<file path="config.mk">
export PLATFORM = sky130hd
export DESIGN_NAME = pnm_header_strip_stream_core
export DESIGN_NICKNAME = d
export VERILOG_FILES = /design/src/design/pnm_hs_pkg.sv /design/src/design/pnm_hs_parse.sv /design/src/design/pnm_hs_res_buf.sv /design/src/design/pnm_header_strip_stream_core.sv
export SDC_FILE = /design/constraint.sdc
export NUM_CORES = 1
export LEC_CHECK = 0
export ABC_AREA = 1
export BUFFER_PORTS_ARGS = -buffer_cell sky130_fd_sc_hd__buf_2
export CAP_MARGIN = 25
export CELL_PAD_IN_SITES_DETAIL_PLACEMENT = 0
export CELL_PAD_IN_SITES_GLOBAL_PLACEMENT = 1
export CORE_MARGIN = 2
export CORE_UTILIZATION = 52
export CTS_BUF_LIST = sky130_fd_sc_hd__clkbuf_4
export DETAILED_ROUTE_END_ITERATION = 12
export PLACE_DENSITY = 0.93
export SETUP_SLACK_MARGIN = 0.3
export SYNTH_ARGS = -nofsm -noshare
export SYNTH_HDL_FRONTEND = slang
export SYNTH_SLANG_ARGS = --single-unit
export TNS_END_PERCENT = 50
</file>
<file path="constraint.sdc">
create_clock -name clk -period 11.03 [get_ports clk]
set_clock_uncertainty 0.1 [all_clocks]
set_input_delay 0.5515 -clock clk [delete_from_list [all_inputs] [get_ports clk]]
set_output_delay 0.5515 -clock clk [all_outputs]
set_load 0.01 [all_outputs]
</file>
<file path="src/design/pnm_hs_pkg.sv">
// shared types and constants for the pnm header strip stream core
// no dependencies; imported by the parser, the result buffer and the top level
package pnm_hs_pkg;

    // result status codes
    localparam logic [2:0] ST_HEADER   = 3'd0;
    localparam logic [2:0] ST_PAYLOAD  = 3'd1;
    localparam logic [2:0] ST_COMPLETE = 3'd2;
    localparam logic [2:0] ST_UNRECOG  = 3'd3;
    localparam logic [2:0] ST_UNSUPP   = 3'd4;
    localparam logic [2:0] ST_SHORT    = 3'd5;

    // samples per pixel codes
    localparam logic [1:0] SPP_NONE  = 2'd0;
    localparam logic [1:0] SPP_GRAY  = 2'd1;
    localparam logic [1:0] SPP_COLOR = 2'd3;

    // header characters
    localparam logic [7:0] CH_P    = 8'h50;
    localparam logic [7:0] CH_0    = 8'h30;
    localparam logic [7:0] CH_1    = 8'h31;
    localparam logic [7:0] CH_4    = 8'h34;
    localparam logic [7:0] CH_5    = 8'h35;
    localparam logic [7:0] CH_6    = 8'h36;
    localparam logic [7:0] CH_9    = 8'h39;
    localparam logic [7:0] CH_HASH = 8'h23;
    localparam logic [7:0] CH_NL   = 8'h0A;
    localparam logic [7:0] CH_SP   = 8'h20;
    localparam logic [7:0] CH_TAB  = 8'h09;

    // maxval above this uses two bytes per sample
    localparam int WORD_THRESH = 255;

    // packed output word width
    localparam int TDATA_W = 64;

    // one result item
    typedef struct packed {
        logic [7:0]  out_byte;
        logic        out_valid;
        logic [2:0]  status;
        logic [15:0] image_width;
        logic [15:0] image_height;
        logic [15:0] max_value;
        logic [1:0]  samples_per_pixel;
    } res_t;

endpackage

</file>
<file path="src/design/pnm_hs_parse.sv">
// header parser and payload counter: one byte in, one result out per step
// depends on pnm_hs_pkg
module pnm_hs_parse #(
    parameter int DIM_BITS = 16
) (
    input  logic              clk,
    input  logic              rst_n,
    input  logic              step,
    input  logic [7:0]        data_byte,
    input  logic              is_last,
    output pnm_hs_pkg::res_t  res
);
    import pnm_hs_pkg::*;

    localparam int ACC_W = (DIM_BITS > 16) ? DIM_BITS : 16;
    localparam int NXT_W = ACC_W + 4;
    localparam int ROW_W = DIM_BITS + 3;

    localparam logic [NXT_W-1:0] DIM_MAX_X = {{(NXT_W-DIM_BITS){1'b0}}, {DIM_BITS{1'b1}}};
    localparam logic [NXT_W-1:0] MAXV_X    = {{(NXT_W-16){1'b0}}, 16'hFFFF};
    localparam logic [ACC_W-1:0] WORD_LIM  = ACC_W'(WORD_THRESH);

    // parse phases
    localparam logic [2:0] PH_MAGIC   = 3'd0;
    localparam logic [2:0] PH_FORMAT  = 3'd1;
    localparam logic [2:0] PH_WIDTH   = 3'd2;
    localparam logic [2:0] PH_HEIGHT  = 3'd3;
    localparam logic [2:0] PH_MAXVAL  = 3'd4;
    localparam logic [2:0] PH_PAYLOAD = 3'd5;
    localparam logic [2:0] PH_DONE    = 3'd6;

    // gap modes
    localparam logic [1:0] GAP_SKIP    = 2'd0;
    localparam logic [1:0] GAP_COMMENT = 2'd1;
    localparam logic [1:0] GAP_AFTER   = 2'd2;
    localparam logic [1:0] GAP_DIGITS  = 2'd3;

    logic [2:0]          phase_reg, phase_next;
    logic [1:0]          gap_reg, gap_next;
    logic [ACC_W-1:0]    acc_reg, acc_next;
    logic [DIM_BITS-1:0] width_reg, width_next;
    logic [DIM_BITS-1:0] height_reg, height_next;
    logic [15:0]         maxval_reg, maxval_next;
    logic [1:0]          spp_reg, spp_next;
    logic [ROW_W-1:0]    row_left_reg, row_left_next;
    logic [ROW_W-1:0]    row_len_reg, row_len_next;
    logic [DIM_BITS-1:0] rows_left_reg, rows_left_next;
    logic [2:0]          err_reg, err_next;

    logic             is_sp;
    logic             is_dig;
    logic             tok;
    logic [1:0]       gap_tok;
    logic [NXT_W-1:0] acc_x;
    logic [NXT_W-1:0] acc_ten;
    logic [NXT_W-1:0] limit;
    logic [ROW_W-1:0] w_x;
    logic [ROW_W-1:0] w_spp;
    logic [ROW_W-1:0] len;
    logic             valid;
    logic [2:0]       status;
    logic [DIM_BITS+15:0] w_ext;
    logic [DIM_BITS+15:0] h_ext;

    // byte classes
    assign is_sp  = data_byte inside {CH_SP, CH_TAB, CH_NL};
    assign is_dig = data_byte inside {[CH_0:CH_9]};

    // whitespace and single comment skipping
    always_comb
    begin
        tok     = 1'b0;
        gap_tok = gap_reg;
        if (gap_reg == GAP_COMMENT)
        begin
            if (data_byte == CH_NL)
                gap_tok = GAP_AFTER;
        end
        else if (is_sp)
            tok = 1'b0;
        else if (gap_reg == GAP_SKIP && data_byte == CH_HASH)
            gap_tok = GAP_COMMENT;
        else
            tok = 1'b1;
    end

    // decimal accumulate and row length
    assign acc_x   = {4'b0, acc_reg};
    assign acc_ten = (acc_x << 3) + (acc_x << 1) + {{(NXT_W-4){1'b0}}, data_byte[3:0]};
    assign limit   = (phase_reg == PH_MAXVAL) ? MAXV_X : DIM_MAX_X;
    assign w_x     = {3'b0, width_reg};
    assign w_spp   = (spp_reg == SPP_GRAY) ? w_x : (w_x + (w_x << 1));
    assign len     = (acc_reg > WORD_LIM) ? (w_spp << 1) : w_spp;

    // next state
    always_comb
    begin
        phase_next     = phase_reg;
        gap_next       = gap_reg;
        acc_next       = acc_reg;
        width_next     = width_reg;
        height_next    = height_reg;
        maxval_next    = maxval_reg;
        spp_next       = spp_reg;
        row_left_next  = row_left_reg;
        row_len_next   = row_len_reg;
        rows_left_next = rows_left_reg;
        err_next       = err_reg;
        valid          = 1'b0;
        case (phase_reg)
            PH_MAGIC:
            begin
                gap_next = gap_tok;
                if (tok)
                begin
                    if (data_byte == CH_P)
                    begin
                        phase_next = PH_FORMAT;
                        gap_next   = GAP_SKIP;
                    end
                    else
                    begin
                        phase_next = PH_DONE;
                        err_next   = ST_UNRECOG;
                    end
                end
            end
            PH_FORMAT:
            begin
                if (data_byte inside {CH_5, CH_6})
                begin
                    spp_next   = (data_byte == CH_5) ? SPP_GRAY : SPP_COLOR;
                    phase_next = PH_WIDTH;
                    gap_next   = GAP_SKIP;
                    acc_next   = '0;
                end
                else if (data_byte inside {[CH_1:CH_4]})
                begin
                    phase_next = PH_DONE;
                    err_next   = ST_UNSUPP;
                end
                else
                begin
                    phase_next = PH_DONE;
                    err_next   = ST_UNRECOG;
                end
            end
            PH_WIDTH, PH_HEIGHT, PH_MAXVAL:
            begin
                if (gap_reg != GAP_DIGITS)
                begin
                    gap_next = gap_tok;
                    if (tok)
                    begin
                        if (!is_dig)
                        begin
                            phase_next = PH_DONE;
                            err_next   = ST_UNRECOG;
                        end
                        else
                        begin
                            acc_next = {{(ACC_W-4){1'b0}}, data_byte[3:0]};
                            gap_next = GAP_DIGITS;
                        end
                    end
                end
                else if (is_dig)
                begin
                    if (acc_ten > limit)
                    begin
                        phase_next = PH_DONE;
                        err_next   = ST_UNRECOG;
                    end
                    else
                        acc_next = acc_ten[ACC_W-1:0];
                end
                else
                begin
                    // terminator byte closes the number
                    acc_next = '0;
                    gap_next = GAP_SKIP;
                    if (phase_reg == PH_WIDTH)
                    begin
                        width_next = acc_reg[DIM_BITS-1:0];
                        phase_next = PH_HEIGHT;
                    end
                    else if (phase_reg == PH_HEIGHT)
                    begin
                        height_next = acc_reg[DIM_BITS-1:0];
                        phase_next  = PH_MAXVAL;
                    end
                    else
                    begin
                        maxval_next = acc_reg[15:0];
                        if (len == '0 || height_reg == '0)
                        begin
                            phase_next = PH_DONE;
                            err_next   = ST_COMPLETE;
                        end
                        else
                        begin
                            rows_left_next = height_reg;
                            row_left_next  = len;
                            row_len_next   = len;
                            phase_next     = PH_PAYLOAD;
                        end
                    end
                end
            end
            PH_PAYLOAD:
            begin
                valid = 1'b1;
                if (row_left_reg != '0)
                    row_left_next = row_left_reg - ROW_W'(1);
                if (row_left_next == '0)
                begin
                    if (rows_left_reg != '0)
                        rows_left_next = rows_left_reg - DIM_BITS'(1);
                    if (rows_left_next == '0)
                    begin
                        phase_next = PH_DONE;
                        err_next   = ST_COMPLETE;
                    end
                    else
                        row_left_next = row_len_reg;
                end
            end
            default:
            begin
                valid = 1'b0;
            end
        endcase

        // end of input before finish
        if (is_last && phase_next != PH_DONE)
        begin
            err_next   = (phase_next == PH_PAYLOAD) ? ST_SHORT : ST_UNRECOG;
            phase_next = PH_DONE;
        end
    end

    // result of this byte
    always_comb
    begin
        if (phase_next == PH_DONE)
            status = err_next;
        else if (phase_next == PH_PAYLOAD)
            status = ST_PAYLOAD;
        else
            status = ST_HEADER;
    end

    assign w_ext = {16'b0, width_next};
    assign h_ext = {16'b0, height_next};

    assign res.out_byte          = valid ? data_byte : 8'd0;
    assign res.out_valid         = valid;
    assign res.status            = status;
    assign res.image_width       = w_ext[15:0];
    assign res.image_height      = h_ext[15:0];
    assign res.max_value         = maxval_next;
    assign res.samples_per_pixel = spp_next;

    // parser state registers
    always_ff @(posedge clk or negedge rst_n)
    begin
        if (!rst_n)
        begin
            phase_reg     <= PH_MAGIC;
            gap_reg       <= GAP_SKIP;
            acc_reg       <= '0;
            width_reg     <= '0;
            height_reg    <= '0;
            maxval_reg    <= '0;
            spp_reg       <= SPP_NONE;
            row_left_reg  <= '0;
            row_len_reg   <= '0;
            rows_left_reg <= '0;
            err_reg       <= ST_HEADER;
        end
        else if (step)
        begin
            phase_reg     <= phase_next;
            gap_reg       <= gap_next;
            acc_reg       <= acc_next;
            width_reg     <= width_next;
            height_reg    <= height_next;
            maxval_reg    <= maxval_next;
            spp_reg       <= spp_next;
            row_left_reg  <= row_left_next;
            row_len_reg   <= row_len_next;
            rows_left_reg <= rows_left_next;
            err_reg       <= err_next;
        end
    end

    // forwarded bytes only come out of the payload phase
    a_valid_payload: assert property (@(posedge clk) disable iff (!rst_n)
        step && res.out_valid |-> phase_reg == PH_PAYLOAD)
        else $error("payload byte forwarded outside payload phase");

    // finished stays finished
    a_done_sticky: assert property (@(posedge clk) disable iff (!rst_n)
        phase_reg == PH_DONE |=> phase_reg == PH_DONE && $stable(err_reg))
        else $error("finished parser left done state");

    // payload counters never idle at zero
    a_payload_counts: assert property (@(posedge clk) disable iff (!rst_n)
        phase_reg == PH_PAYLOAD |-> row_left_reg != '0 && rows_left_reg != '0)
        else $error("payload phase with empty counters");

    // finish code is always a final status
    a_final_code: assert property (@(posedge clk) disable iff (!rst_n)
        step && phase_next == PH_DONE |-> err_next >= ST_COMPLETE && err_next <= ST_SHORT)
        else $error("finish with a non-final status");

endmodule

</file>
<file path="src/design/pnm_hs_res_buf.sv">
// two-entry result buffer between the parser and the output stream
// depends on pnm_hs_pkg
module pnm_hs_res_buf (
    input  logic              clk,
    input  logic              rst_n,
    input  logic              push,
    input  pnm_hs_pkg::res_t  push_res,
    output logic              can_push,
    output logic              out_valid,
    input  logic              out_ready,
    output pnm_hs_pkg::res_t  out_res
);
    import pnm_hs_pkg::*;

    res_t       mem [2];
    logic       wr_ptr_reg;
    logic       rd_ptr_reg;
    logic [1:0] count_reg;
    logic       pop;

    assign can_push  = (count_reg != 2'd2);
    assign out_valid = (count_reg != 2'd0);
    assign pop       = out_valid && out_ready;
    assign out_res   = mem[rd_ptr_reg];

    // entry storage
    always_ff @(posedge clk)
    begin
        if (push)
            mem[wr_ptr_reg] <= push_res;
    end

    // pointers and fill count
    always_ff @(posedge clk or negedge rst_n)
    begin
        if (!rst_n)
        begin
            wr_ptr_reg <= 1'b0;
            rd_ptr_reg <= 1'b0;
            count_reg  <= 2'd0;
        end
        else
        begin
            if (push)
                wr_ptr_reg <= ~wr_ptr_reg;
            if (pop)
                rd_ptr_reg <= ~rd_ptr_reg;
            if (push && !pop)
                count_reg <= count_reg + 2'd1;
            else if (pop && !push)
                count_reg <= count_reg - 2'd1;
        end
    end

    // no request written into a full buffer
    a_no_overflow: assert property (@(posedge clk) disable iff (!rst_n)
        push |-> count_reg != 2'd2)
        else $error("result buffer overflow");

    // fill count agrees with the pointers
    a_ptr_count: assert property (@(posedge clk) disable iff (!rst_n)
        (count_reg == 2'd1) == (wr_ptr_reg != rd_ptr_reg))
        else $error("result buffer pointers out of step");

endmodule

</file>
<file path="src/design/pnm_header_strip_stream_core.sv">
// top level of the pnm header strip stream core: input register, parser, result buffer
// depends on pnm_hs_pkg, pnm_hs_parse and pnm_hs_res_buf

// Parses a binary PGM (P5) or PPM (P6) byte stream and passes the image payload
// through. Every input byte yields exactly one result request carrying the
// forwarded byte (m_tuser high when it is payload), the running status and the
// parsed header fields. One byte is taken per clock while the result buffer has
// room. A byte is held in the input register while the single-pass parser writes
// its result into the two-entry result buffer, which presents it on the output;
// the byte passes the input register and then a buffer entry before it can be
// taken. The input side stalls only when that buffer is full. After complete
// or an error the block keeps answering with the final status until reset.
// DIM_BITS sets the largest accepted width and height (2^DIM_BITS-1); the
// reported image_width and image_height are the low 16 bits of those values.
module pnm_header_strip_stream_core #(
    parameter int DIM_BITS = 16
) (
    input  logic        clk,
    input  logic        rst_n,
    // s_tdata: data_byte[7:0]
    input  logic        s_tvalid,
    output logic        s_tready,
    input  logic [7:0]  s_tdata,
    input  logic        s_tlast,
    // m_tdata: out_byte[7:0], status[10:8], image_width[26:11],
    // image_height[42:27], max_value[58:43], samples_per_pixel[60:59], zero fill
    output logic        m_tvalid,
    input  logic        m_tready,
    output logic [pnm_hs_pkg::TDATA_W-1:0] m_tdata,
    // m_tuser: out_valid
    output logic        m_tuser
);
    import pnm_hs_pkg::*;

    logic       in_vld_reg;
    logic [7:0] in_byte_reg;
    logic       in_last_reg;
    logic       step;
    logic       can_push;
    res_t       step_res;
    res_t       out_res;

    assign step     = in_vld_reg && can_push;
    assign s_tready = !in_vld_reg || can_push;

    // input register control
    always_ff @(posedge clk or negedge rst_n)
    begin
        if (!rst_n)
            in_vld_reg <= 1'b0;
        else if (s_tready)
            in_vld_reg <= s_tvalid;
    end

    // input register payload
    always_ff @(posedge clk)
    begin
        if (s_tvalid && s_tready)
        begin
            in_byte_reg <= s_tdata;
            in_last_reg <= s_tlast;
        end
    end

    pnm_hs_parse #(
        .DIM_BITS (DIM_BITS)
    ) u_parse (
        .clk       (clk),
        .rst_n     (rst_n),
        .step      (step),
        .data_byte (in_byte_reg),
        .is_last   (in_last_reg),
        .res       (step_res)
    );

    pnm_hs_res_buf u_res_buf (
        .clk       (clk),
        .rst_n     (rst_n),
        .push      (step),
        .push_res  (step_res),
        .can_push  (can_push),
        .out_valid (m_tvalid),
        .out_ready (m_tready),
        .out_res   (out_res)
    );

    // output packing
    assign m_tdata = {3'b0,
                      out_res.samples_per_pixel,
                      out_res.max_value,
                      out_res.image_height,
                      out_res.image_width,
                      out_res.status,
                      out_res.out_byte};
    assign m_tuser = out_res.out_valid;

endmodule

</file>
==> results of run 1 <==
-- metal layers --
metal  vias up  track usage  wire (µm)
met4         2        0.111       1430
li1       6665            -          -
met3       103       0.0457       2200
met5         -            0          8
met1      6357        0.368      18900
met2       403        0.433      18800
-- final timing paths --
check	end	slack, ns	cells past startpoint
worst max register to register	u_parse.acc_reg[12]	6.46	18
max in group asynchronous	u_parse.row_left_reg[5]	9.38	4
min in group clk	u_parse.row_len_reg[16]	0.38	2
worst min-delay path	u_parse.width_reg[8]	0.31	2
worst max-delay path	u_parse.acc_reg[12]	6.46	18
worst min register to register	u_parse.row_len_reg[16]	0.38	2
-- what timing repair did --
action,4_1_cts,5_1_grt
setup endpoints to repair,0,0
hold buffers,12,0
hold endpoints to repair,71,0
setup buffers,0,0
-- worst max-delay path, cell delays in order, from the launching register on --
cell	delay [ns]
sky130_fd_sc_hd__edfxtp_1	0.47
sky130_fd_sc_hd__inv_1	0.14
sky130_fd_sc_hd__fa_1	0.55
sky130_fd_sc_hd__inv_1	0.07
sky130_fd_sc_hd__fa_1	0.46
sky130_fd_sc_hd__nand3_1	0.10
sky130_fd_sc_hd__nand3_1	0.11
sky130_fd_sc_hd__a21oi_1	0.29
sky130_fd_sc_hd__o21ai_0	0.21
sky130_fd_sc_hd__nand3_1	0.11
sky130_fd_sc_hd__nand2_1	0.06
sky130_fd_sc_hd__xor2_1	0.14
sky130_fd_sc_hd__nor2_1	0.28
sky130_fd_sc_hd__nand2_1	0.12
sky130_fd_sc_hd__nand3_1	0.10
sky130_fd_sc_hd__nand2_1	0.49
sky130_fd_sc_hd__inv_1	0.40
sky130_fd_sc_hd__nand4_1	0.12
sky130_fd_sc_hd__o21ai_0	0.12
-- metrics by stage --
step           std cells  power, W
2_1_floorplan       1951   0.00236
3_3_place_gp        2357   0.00280
3_5_place_dp        2358   0.00283
4_1_cts             2503   0.00374
5_1_grt             2506   0.00397
6_report            2506   0.00371
-- area by class of cell --
type	count	area [µm²]	area share
Multi-Input combinational cell	1433	7150	0.415
Tap cell	390	488	0.0283
Timing Repair Buffer	98	634	0.0368
Clock inverter	26	146	0.00849
Clock buffer	107	803	0.0466
Antenna cell	1	2.50	0.000145
Sequential cell	266	7320	0.425
Inverter	185	694	0.0403
-- synthesized netlist by cell type, types with 3 or more instances --
library cell and n:
sky130_fd_sc_hd__a21oi_1 67, sky130_fd_sc_hd__a22oi_1 8, sky130_fd_sc_hd__a22oi_2 3, sky130_fd_sc_hd__a31oi_1 10, sky130_fd_sc_hd__buf_1 6, sky130_fd_sc_hd__buf_2 12
sky130_fd_sc_hd__buf_4 6, sky130_fd_sc_hd__buf_6 6, sky130_fd_sc_hd__clkbuf_1 37, sky130_fd_sc_hd__dfrtp_1 133, sky130_fd_sc_hd__edfxtp_1 133, sky130_fd_sc_hd__fa_1 3
sky130_fd_sc_hd__ha_1 51, sky130_fd_sc_hd__inv_1 175, sky130_fd_sc_hd__inv_2 10, sky130_fd_sc_hd__nand2_1 720, sky130_fd_sc_hd__nand2_2 9, sky130_fd_sc_hd__nand3_1 79
sky130_fd_sc_hd__nand3_2 3, sky130_fd_sc_hd__nand3b_1 6, sky130_fd_sc_hd__nand4_1 24, sky130_fd_sc_hd__nor2_1 127, sky130_fd_sc_hd__nor2_2 12, sky130_fd_sc_hd__nor2_4 7
sky130_fd_sc_hd__nor3_1 24, sky130_fd_sc_hd__nor3_2 5, sky130_fd_sc_hd__nor4_1 6, sky130_fd_sc_hd__o211ai_1 10, sky130_fd_sc_hd__o21ai_0 142, sky130_fd_sc_hd__o21ai_1 29
sky130_fd_sc_hd__o21ai_2 4, sky130_fd_sc_hd__o31ai_1 7, sky130_fd_sc_hd__xor2_1 38
-- where the power goes --
part / switching, W / internal, W / total [W]
logic: 0.000989 / 0.000422 / 0.00141
clock network: 0.000428 / 0.000473 / 0.000901
registers: 0.000108 / 0.00129 / 0.00140
-- cells by family after synthesis --
| family | share of synthesized area |
|---|---|
| AO/OA/AOI/OAI | 0.108 |
| other | 0.000242 |
| multiplexers | 0.000728 |
| buffers and inverters | 0.0665 |
| adder cells (fa/ha/maj) | 0.0451 |
| AND/OR/NAND/NOR | 0.283 |
| flip-flops | 0.473 |
| XOR/XNOR | 0.0227 |
==> results.md, run 1 <==
Run status:
- The flow ran to the end, and the final reports show no timing, DRC or antenna violations.

Placed design:
- Detailed placement finished with a half-perimeter wire length of approximately 29000 µm.
- The placement-stage worst setup slack is between 6 and 7 ns.
- Routability-driven placement finished with a final weighted congestion of 0.926.
- The quantity of I/O buffers inserted on ports is 76.
- In this run the cell area measured after placement is between 15000 and 20000 µm².

Worst setup path:
- The worst setup path category is reg2reg.
- In this run the worst path has a maximum fanout of 24.
- The worst setup path is launched from a register.
- The origin of the worst setup path is in_byte_reg[3].
- The startpoint identified for the worst register-to-register timing path is in_byte_reg[3].
- The critical path arrival is slightly above 5 ns.
- For the worst setup path, the data required time is about 12 ns.
- The capturing element type of the critical path is a register.

Detailed routing:
- The routed design has 41400 µm of wire.
- After detailed routing, the number of remaining DRC violations is 0.
- The detail-routed via count per cell is 5.40.
- The routed length per instance is between 15 and 20 µm.
- The count of nets left with antenna violations after detail routing is 0.
- The first detailed-routing pass ran for 5 iterations.
- The final route contains 13530 vias.
- The first routing iteration left approximately 1300 violations.

GRT:
- The initial antenna violation count was 2.
- The via count of the first global-routing pass is roughly 13000.
- The aggregate global-route resource usage is 0.271.
- The pin count of the biggest net entering global routing is between 70 and 80.
- The first global-routing pass estimated 66800 µm of wire.
- The final global-route overflow total is 0.

Floorplan:
- The overall die width is 176 µm.
- The area of the placeable core is approximately 29000 µm².
- For this configuration, the core starts out at a cell density of 0.525.
- The number of I/O pins is 80.
- The floorplan step set the die height to between 150 and 200 µm.
- The floorplan has between 60 and 70 rows.
- The die covers 31100 µm².

Final layout:
- The leading cell type in the layout, fill and taps excluded is sky130_fd_sc_hd__nand2_1.
- The end-of-flow core utilization is 0.585.
- The number of flip-flops in the largest register is about 120.
- At the end of the flow, the number of nets in the layout was between 2000 and 2500.
- The top cell types in the final layout, fill and taps aside, are 720 x sky130_fd_sc_hd__nand2_1, 174 x sky130_fd_sc_hd__inv_1, 142 x sky130_fd_sc_hd__o21ai_0.
- The number of filler cells placed in the layout is 2783.
- The area of all placed cells without fillers is about 17000 µm².
- Of the cells placed in the final design, the portion with a size suffix greater than 1 is 0.131.
- The area growth from synthesis to layout is 11.5%.

Timing:
- The remaining max-slew budget at the tightest pin is 0.348.
- Dividing the final minimum period by the clock period gives 0.414.
- The max-slew violation count is 0.
- The final hold violation count is 0.
- For the pin with the worst max-slew slack, the measured transition is 0.977 ns.
- The worst hold margin is just over 0.3 ns.
- Setup repair after global routing left no endpoint under its margin.
- Across all setup checks in the final design, the least slack found is approximately 6.5 ns.
- The total of endpoints with negative setup slack in the final report is 0.
- The sum of negative setup slack is 0 ns.
- Derived from the worst setup path, the maximum achievable clock frequency is 0.219 GHz.
- The minimum clock period after layout is ~4.6 ns.

Synth:
- The leading register cell type out of synthesis is sky130_fd_sc_hd__edfxtp_1.
- In this run, synthesis produced a sequential element count of approximately 270.
- The mean cell area of the mapped netlist is approximately 7.9 µm².
- Ranked by total cell area, the synthesized netlist is headed by sky130_fd_sc_hd__edfxtp_1 26%, sky130_fd_sc_hd__dfrtp_1 22%, sky130_fd_sc_hd__nand2_1 17%.
- The distinct cell type count of the synthesized netlist is 58.
- The synthesis warning total is 0.
- The proportion of register bits with asynchronous set or reset after synthesis is 0.500.
- The number of synthesized flops with an enable pin is approximately 130.
- The sequential area share after synthesis is 0.473.
- The cell accounting for the most synthesized area is sky130_fd_sc_hd__edfxtp_1.
- The post-synthesis cell area is approximately 15000 µm².
- The number of instances in the synthesized netlist is around 1900.
- The share of synthesized area in the top cell type comes to 0.258.

Run:
- Across the run, the number of max-cap violations was 0.

Clock tree:
- The clock tree synthesis step divided the H-tree into 3 levels.
- The clock transition time at the flip-flop clock pins of the worst setup and hold paths is about 0.070 ns.
- The TritonCTS buffer count is 73.
- The TritonCTS clock tree is yes.
- Clock tree synthesis found a total of ~270 sinks.
- Once the clock tree was built, the resizer swapped 0 gates to a different size.
- The clock passes through at most 3 buffers.
- Clock tree synthesis selected as its root buffer the cell sky130_fd_sc_hd__clkbuf_4.
- The clock reaches the later pin of the worst-skew pair after 0.70 ns.

Power and ir drop:
- VDD sags by at most 0.160 mV.
- The cell area power density is roughly 220 nW/µm².
- The leakage power of the design is ~8.3 nW.

Hold path:
- In this run the worst hold path is classified as in2async.
Power figures use the tool's default switching activity.
==> run 2: changes to the inputs <==
- CORE_UTILIZATION: 52 -> 43
- PLACE_DENSITY: 0.93 -> 0.83
- clock period: 11.03 -> 3.78 ns (I/O delays scaled with it)
==> results.md, run 2 (synthesized netlist as in run 1, its figures left out) <==
Hold path:
- The sink of the worst hold path is in_last_reg.
- The class of the tightest hold or removal check is in2reg.
- The number of cells on the worst hold path is 2.
- The startpoint of the tightest hold check path is s_tlast.

Floorplan:
- The floorplan die height is 194 µm (+9.7%).
- The area of the placeable core came to 35500 µm² (+20%).
- The area of the die is 37500 µm² (+20%).
- The overall die width is 194 µm (+9.7%).
- The number of standard-cell rows in the floorplan is 69 (+9.5%).
- The starting density of the core is 0.436 (-0.0887).
- The number of I/O pins was 80 (unchanged).

Timing:
- The minimum setup slack in the final design is 0.323 ns (-6.14 ns).
- The remaining max-slew budget at the tightest pin came to 0.356 (+0.00848).
- Setup repair after global routing could not meet its margin everywhere.
- The final hold violation count is 0 (unchanged).
- The post-route clock period utilization is 0.915 (+0.500).
- The slew at the pin closest to its max-slew limit is 0.963 ns (-0.0136 ns).
- The highest achievable clock rate is 0.289 GHz (+32%).
- The minimum clock period after layout is 3.46 ns (-1.11 ns).
- The total of endpoints with negative setup slack in the final report is 0 (unchanged).
- The max-slew violation count is 0 (unchanged).

Clock tree:
- The buffer cell driving the clock tree root is sky130_fd_sc_hd__clkbuf_4.
- The TritonCTS clock tree is yes.
- The clock transition time at the flip-flop clock pins of the worst setup and hold paths is 0.08 ns (about the same).
- The insertion delay of the later-clocked pin in the worst-skew pair came to 0.73 ns (+0.03 ns).
- The CTS sink count was 266 (unchanged).
- The TritonCTS buffer count is 71 (-2.7%).
- The maximum buffer depth of the clock tree is 3 (unchanged).
- The H-tree depth is 3 (unchanged).

Worst setup path:
- The critical path's slowest cell is sky130_fd_sc_hd__dfrtp_1.
- The cell that appears most often on the critical path is sky130_fd_sc_hd__nand2_1.
- The worst setup path category is reg2reg.
- The endpoint identified for the worst register-to-register timing path is u_res_buf.mem[0][51].
- STA classifies the critical path startpoint as a register.
- Walking the worst path, the cells encountered are buf_6 > buf_4 > ha_1 > nand2_1 > nand2_2 > nand3_4 > nand2_4 > nand2_1 > nand3b_1 > nand3_1 > nand2_1 > nand2_1 > nand2_1 > nor2_1 > nand3_2 > nand2_2 > nand2_1 > nand2_1 > nand2_2 > a21oi_2 > nand2_2 > nand2_4 > nand2_2 > and3_4.
- The setup slack of the worst register-to-register path was 0.32 ns (-6.14 ns).
- The worst-path maximum fanout is 4 (-83%).
- STA classifies the critical path endpoint as a register.
- The required time reported for the critical path endpoint is 4.17 ns (-7.36 ns).
- The source of the worst register-to-register timing path is u_parse.width_reg[1].
- The critical path arrival is 3.84 ns (-1.23 ns).
- The maximum cell stage delay along the critical path is 0.43 ns (-0.12 ns).
- The cell count of the worst reg-to-reg path is 24 (+6).

Detailed routing:
- The count of unresolved DRC violations after routing is 0 (unchanged).
- The violation count after the first detailed-routing iteration is 971 (-24%).
- The highest signal layer in the routed design is met4.
- The first-pass iteration count of the detailed router is 5 (unchanged).
- The routed length per instance came to 16.4 µm (-0.54%).
- The routed metal-1 wirelength is 20000 µm (+5.4%).
- The total via count after detailed routing is 13692 (+1.2%).
- The met2 wire length was 19500 µm (+4.1%).
- The detail-routed via count per cell was 5.19 (-3.9%).
- The routed wire length was 43300 µm (+4.7%).
- The met3 layer wire length in the routed design came to 2770 µm (+26%).
- The count of nets left with antenna violations after detail routing was 0 (unchanged).

GRT:
- The initial antenna violation count came to 4 (+2).
- The global-route wire length before repair was 69100 µm (+3.4%).
- The aggregate global-route resource usage was 0.230 (-0.0412).
- The final global-route overflow total is 0 (unchanged).
- The pin count of the biggest net entering global routing came to 85 (+15%).
- The via count of the first global-routing pass was 13168 (-0.17%).

Placed design:
- The quantity of I/O buffers inserted on ports is 76 (unchanged).
- The final RePlAce weighted congestion is 0.909 (-1.9%).
- The placement-stage worst setup slack is -0.00336 ns (-6.60 ns).
- The post-detailed-placement half-perimeter wirelength is 30500 µm (+4.8%).
- The instance area after placement is 16500 µm² (+2.4%).

Power and ir drop:
- The leakage power of the design is 8.63 nW (+3.7%).
- The maximum vdd drop is 0.380 mV (+140%).
- The cell area power density was 617 nW/µm² (+190%).

Final layout:
- In the layout the commonest cells are 685 x sky130_fd_sc_hd__nand2_1, 164 x sky130_fd_sc_hd__inv_1, 139 x sky130_fd_sc_hd__o21ai_0.
- The number of flip-flops in the largest register was 124 (unchanged).
- The fraction of layout instances using a drive strength above 1 is 0.206 (+0.0749).
- The area of all placed cells without fillers is 18300 µm² (+6.1%).
- The area growth from synthesis to layout is 18.3%.
- Leaving out fill and tap cells, the most frequent cell in the layout is sky130_fd_sc_hd__nand2_1.
- The count of nets after finishing is 2186 (+2.9%).

Run status:
- The flow ran to the end, and the final reports show no timing, DRC or antenna violations.

Run:
- The total of max-cap violations is 0 (unchanged).
-- run 2: cell count changes in the layout (fill, tap and decap cells not counted), moves of 10 or more --
| cell | change |
|---|---|
| sky130_fd_sc_hd__ha_1 | -14 |
| sky130_fd_sc_hd__buf_4 | +58 |
| sky130_fd_sc_hd__ha_4 | +12 |
| sky130_fd_sc_hd__nand3_1 | -22 |
| sky130_fd_sc_hd__nand2_2 | +31 |
| sky130_fd_sc_hd__nand3_2 | +21 |
| sky130_fd_sc_hd__inv_1 | -10 |
| sky130_fd_sc_hd__nand2_1 | -35 |
-- run 2: report_power, final --
part	total, W	switching [W]	internal (W)
registers	0.00407	0.000303	0.00376
logic	0.00460	0.00311	0.00148
clock network	0.00262	0.00121	0.00141
-- run 2: layout make-up --
class                           count  area (µm²)
Timing Repair Buffer              162        1110
Clock buffer                      111         833
Antenna cell                        1        2.50
Inverter                          185         704
Fill cell                        3404       17200
Clock inverter                     19         110
Sequential cell                   266        7330
Multi-Input combinational cell   1433        7630
Tap cell                          461         577
-- run 2: worst max-delay path, delay by kind of cell (launching register included) --
| family | cells | cell delay, ns |
|---|---|---|
| AOI/OAI and AO/OA | 1 | 0.16 |
| adders and majority gates | 1 | 0.30 |
| buffers and inverters | 2 | 0.27 |
| DFF | 1 | 0.43 |
| and+or+nand+nor | 20 | 1.95 |
-- run 2: routing by layer --
metal / up-vias / global-route usage
met4: 0 / 0.0814
li1: 6796 / -
met2: 433 / 0.361
met1: 6400 / 0.320
met5: - / 0
met3: 63 / 0.0393
-- run 2: worst max-delay path by stage --
stage                                 endpoint  slack, ns                  from
after floorplan           u_res_buf.mem[0][51]       0.18        in_byte_reg[3]
after global placement    u_res_buf.mem[0][51]       0.08        in_byte_reg[3]
after detailed placement  u_res_buf.mem[0][51]     -0.003    u_parse.acc_reg[0]
after CTS                 u_res_buf.mem[0][51]       0.30        in_byte_reg[3]
after global routing      u_res_buf.mem[0][51]       0.17    u_parse.acc_reg[2]
final                     u_res_buf.mem[0][51]       0.32  u_parse.width_reg[1]
-- run 2: through the flow --
stage                     hold slack, ns  setup TNS (ns)  total power (W)  instances  utilization
after floorplan                   -0.207               0          0.00688       1951            -
after global placement             0.218               0          0.00835       2466        0.464
after detailed placement           0.227        -0.00672          0.00840       2467        0.465
after CTS                         0.0117               0           0.0111       2619        0.499
after global routing              0.0249               0           0.0121       2638        0.516
final                             0.0539               0           0.0113       2638        0.516
-- run 2: what timing repair did --
item	CTS	global route
buffers inserted	8	18
hold buffers	14	0
pin swaps	7	47
endpoints found under the setup margin	38	74
hold endpoints to repair	100	0
resized for setup	17	115
==> run 3: changes to the inputs <==
- CORE_ASPECT_RATIO: unset -> 1.25
- SKIP_CTS_REPAIR_TIMING: unset -> 1
==> results.md, run 3 (synthesized netlist as in run 1, its figures left out) <==
Detailed routing:
- The routed wire length is 43900 µm (+1.5%).
- The first-pass iteration count of the detailed router is 6 (+1).
- The routed length per instance is 16.6 µm (+0.95%).
- The count of unresolved DRC violations after routing is 0 (unchanged).
- The total via count after detailed routing came to 13732 (+0.29%).
- The violation count after the first detailed-routing iteration was 1023 (+5.4%).
- The detail-routed via count per cell was 5.18 (-0.24%).
- The count of nets left with antenna violations after detail routing is 0 (unchanged).

Worst setup path:
- The critical path arrival is 3.94 ns (+0.10 ns).
- STA classifies the critical path startpoint as a register.
- The required time reported for the critical path endpoint came to 4.14 ns (-0.03 ns).
- The worst setup path category is reg2reg.
- On the critical path, the stage with the largest delay is an instance of sky130_fd_sc_hd__dfrtp_1.
- In this run the worst setup path begins at u_parse.acc_reg[2].
- The maximum cell stage delay along the critical path was 0.38 ns (-0.05 ns).
- The worst-path maximum fanout is 5 (+1).
- Traced cell by cell, the critical path runs through buf_4 > buf_4 > ha_1 > ha_1 > nand2_1 > nand3_2 > a21oi_2 > buf_4 > buf_6 > o21ai_4 > xor2_2 > nor2_4 > nand3_2 > nand2_1 > inv_1 > nand2_2 > nand2_2 > nor2_4 > nand3_4 > and3_4.
- The cell seen most often among critical-path stages is sky130_fd_sc_hd__buf_4.
- The source of the worst register-to-register timing path is u_parse.acc_reg[2].
- The worst setup path is captured at a register.

Power and ir drop:
- The share of total power consumed by net switching is 0.415 (+0.00473).
- The net load switching power is 0.00471 W (+1.8%).
- The combinational group share of total power is 0.408 (about the same).
- The maximum vdd drop is 0.707 mV (+86%).
- The clock share of power is 0.233 (about the same).
- The leakage power of the design came to 8.64 nW (+0.14%).
- The cell-internal power came to 0.00665 W (-0.16%).
- The cell area power density is 627 nW/µm² (+1.7%).
- The relative contribution of sequential cells to total power was 0.359 (about the same).

Final layout:
- Leaving out fill and tap cells, the most frequent cells in the layout are 704 x sky130_fd_sc_hd__nand2_1, 163 x sky130_fd_sc_hd__inv_1, 137 x sky130_fd_sc_hd__o21ai_0.
- The number of flip-flops in the largest register is 124 (unchanged).
- The leading cell type in the layout, fill and taps excluded is sky130_fd_sc_hd__nand2_1.
- The fraction of layout instances using a drive strength above 1 was 0.188 (-0.0183).
- The count of nets after finishing is 2184 (-0.091%).
- The number of standard cells in the final layout excluding fillers is 2652 (+0.53%).
- From synthesis to final layout, the design area changed by 17.1%.

Timing:
- The highest achievable clock rate is 0.279 GHz (-3.5%).
- The post-route clock period utilization came to 0.948 (+0.0330).
- The final hold violation count is 0 (unchanged).
- The sum of negative setup slack is 0 ns (unchanged).
- The minimum clock period after layout is 3.58 ns (+0.125 ns).
- The max-slew violation count is 0 (unchanged).
- The slew at the pin closest to its max-slew limit came to 1.03 ns (+0.0638 ns).
- Setup repair after global routing could not meet its margin everywhere.
- The remaining max-slew budget at the tightest pin is 0.314 (-0.0426).
- The total of endpoints with negative setup slack in the final report was 0 (unchanged).

Floorplan:
- The floorplan die height is 216 µm (+12%).
- The area of the placeable core was 35500 µm² (about the same).
- The number of standard-cell rows in the floorplan is 77 (+12%).
- The starting density of the core is 0.436 (about the same).
- The overall die width came to 174 µm (-10%).
- The number of I/O pins is 80 (unchanged).
- The area of the die came to 37500 µm² (about the same).

GRT:
- The global-route wire length before repair is 69300 µm (+0.37%).
- The pin count of the biggest net entering global routing is 86 (+1.2%).
- The final global-route overflow total came to 0 (unchanged).
- The aggregate global-route resource usage is 0.231 (+0.00183).
- The via count of the first global-routing pass was 13320 (+1.2%).
- The initial antenna violation count is 2 (-2).

Hold path:
- The path class of the tightest hold or removal check is in2async.

Clock tree:
- The maximum buffer depth of the clock tree is 3 (unchanged).
- The clock transition time at the flip-flop clock pins of the worst setup and hold paths is 0.06 ns (-0.02 ns).
- TritonCTS built the clock tree.
- The TritonCTS buffer count came to 72 (+1.4%).
- The insertion delay of the later-clocked pin in the worst-skew pair is 0.74 ns (about the same).
- The CTS sink count is 266 (unchanged).
- CTS placed an instance of sky130_fd_sc_hd__clkbuf_4 at the clock tree root.
- The H-tree depth is 3 (unchanged).

Placed design:
- The total instance count after detailed placement is 2482 (+0.61%).
- The final RePlAce weighted congestion is 0.913 (+0.40%).
- The quantity of I/O buffers inserted on ports is 76 (unchanged).
- The post-detailed-placement half-perimeter wirelength is 31200 µm (+2.0%).

Run:
- The total of max-cap violations is 0 (unchanged).

Run status:
- The run finished with clean final reports.
## run 3: cell types whose count changed in the layout (fill, tap and decap cells not counted), moves of 7 or more
cell,previous run,this run
sky130_fd_sc_hd__nand2_2,40,24
sky130_fd_sc_hd__nand2_1,685,704
sky130_fd_sc_hd__ha_4,12,4
sky130_fd_sc_hd__nand3_2,24,11
sky130_fd_sc_hd__nand3_1,57,70
sky130_fd_sc_hd__ha_1,37,44
## run 3: power groups by stage
| stage | logic (W) | clock network (W) | registers (W) |
|---|---|---|---|
| 4_1_cts | 0.00437 | 0.00272 | 0.00407 |
| 3_3_place_gp | 0.00432 | 0 | 0.00411 |
| 5_1_grt | 0.00515 | 0.00288 | 0.00413 |
| 6_report | 0.00464 | 0.00265 | 0.00407 |
| 2_1_floorplan | 0.00283 | 0 | 0.00405 |
| 3_5_place_dp | 0.00435 | 0 | 0.00412 |
## run 3: final cells by class
type / instances / area [µm²]
flip-flops and latches: 266 / 7330
multi-input cells: 1433 / 7430
fillers: 3494 / 17300
clock inverters: 22 / 121
inverters: 185 / 701
diodes: 3 / 7.51
clock buffers: 110 / 826
repair buffers: 159 / 1110
well taps: 474 / 593
## run 3: worst paths after layout
check	endpoint	slack [ns]	cells after the start
setup / recovery	u_res_buf.mem[0][51]	0.20	20
hold / removal	u_parse.rows_left_reg[6]	0.03	2
setup reg to reg	u_res_buf.mem[0][51]	0.20	20
hold reg to reg	u_parse.row_len_reg[14]	0.39	2
max in group asynchronous	u_parse.width_reg[11]	2.77	3
min in group clk	in_byte_reg[0]	0.07	2
## run 3: metal layers
metal / vias to the layer above / global-route usage / wire, µm
li1: 6803 / - / -
met1: 6513 / 0.279 / 18000
met2: 339 / 0.417 / 22800
met3: 77 / 0.0386 / 2070
met4: 0 / 0.0826 / 989
met5: - / 0 / 0
## run 3: worst max-delay path: cells and delay by family, from the launching register on
family | cells | cell delay [ns]
AOI/OAI and AO/OA | 2 | 0.26
DFF | 1 | 0.38
xor gates and xnor gates | 1 | 0.20
adders and majority gates | 2 | 0.66
buffers and inverters | 5 | 0.56
and+or+nand+nor | 10 | 1.14
## run 3: per-stage QoR
| stage | setup slack, ns | hold WS, ns | cell area [µm²] | utilization | total power [W] |
|---|---|---|---|---|---|
| after detailed placement | 0.0249 | 0.222 | 16500 | 0.466 | 0.00847 |
| after CTS | 0.00180 | -0.561 | 17500 | 0.493 | 0.0112 |
| after floorplan | 0.185 | -0.207 | 15500 | - | 0.00688 |
| after global routing | 0.0712 | 0.0310 | 18100 | 0.511 | 0.0122 |
| final | 0.198 | 0.0273 | 18100 | 0.511 | 0.0114 |
| after global placement | 0.0888 | 0.213 | 16500 | 0.466 | 0.00843 |
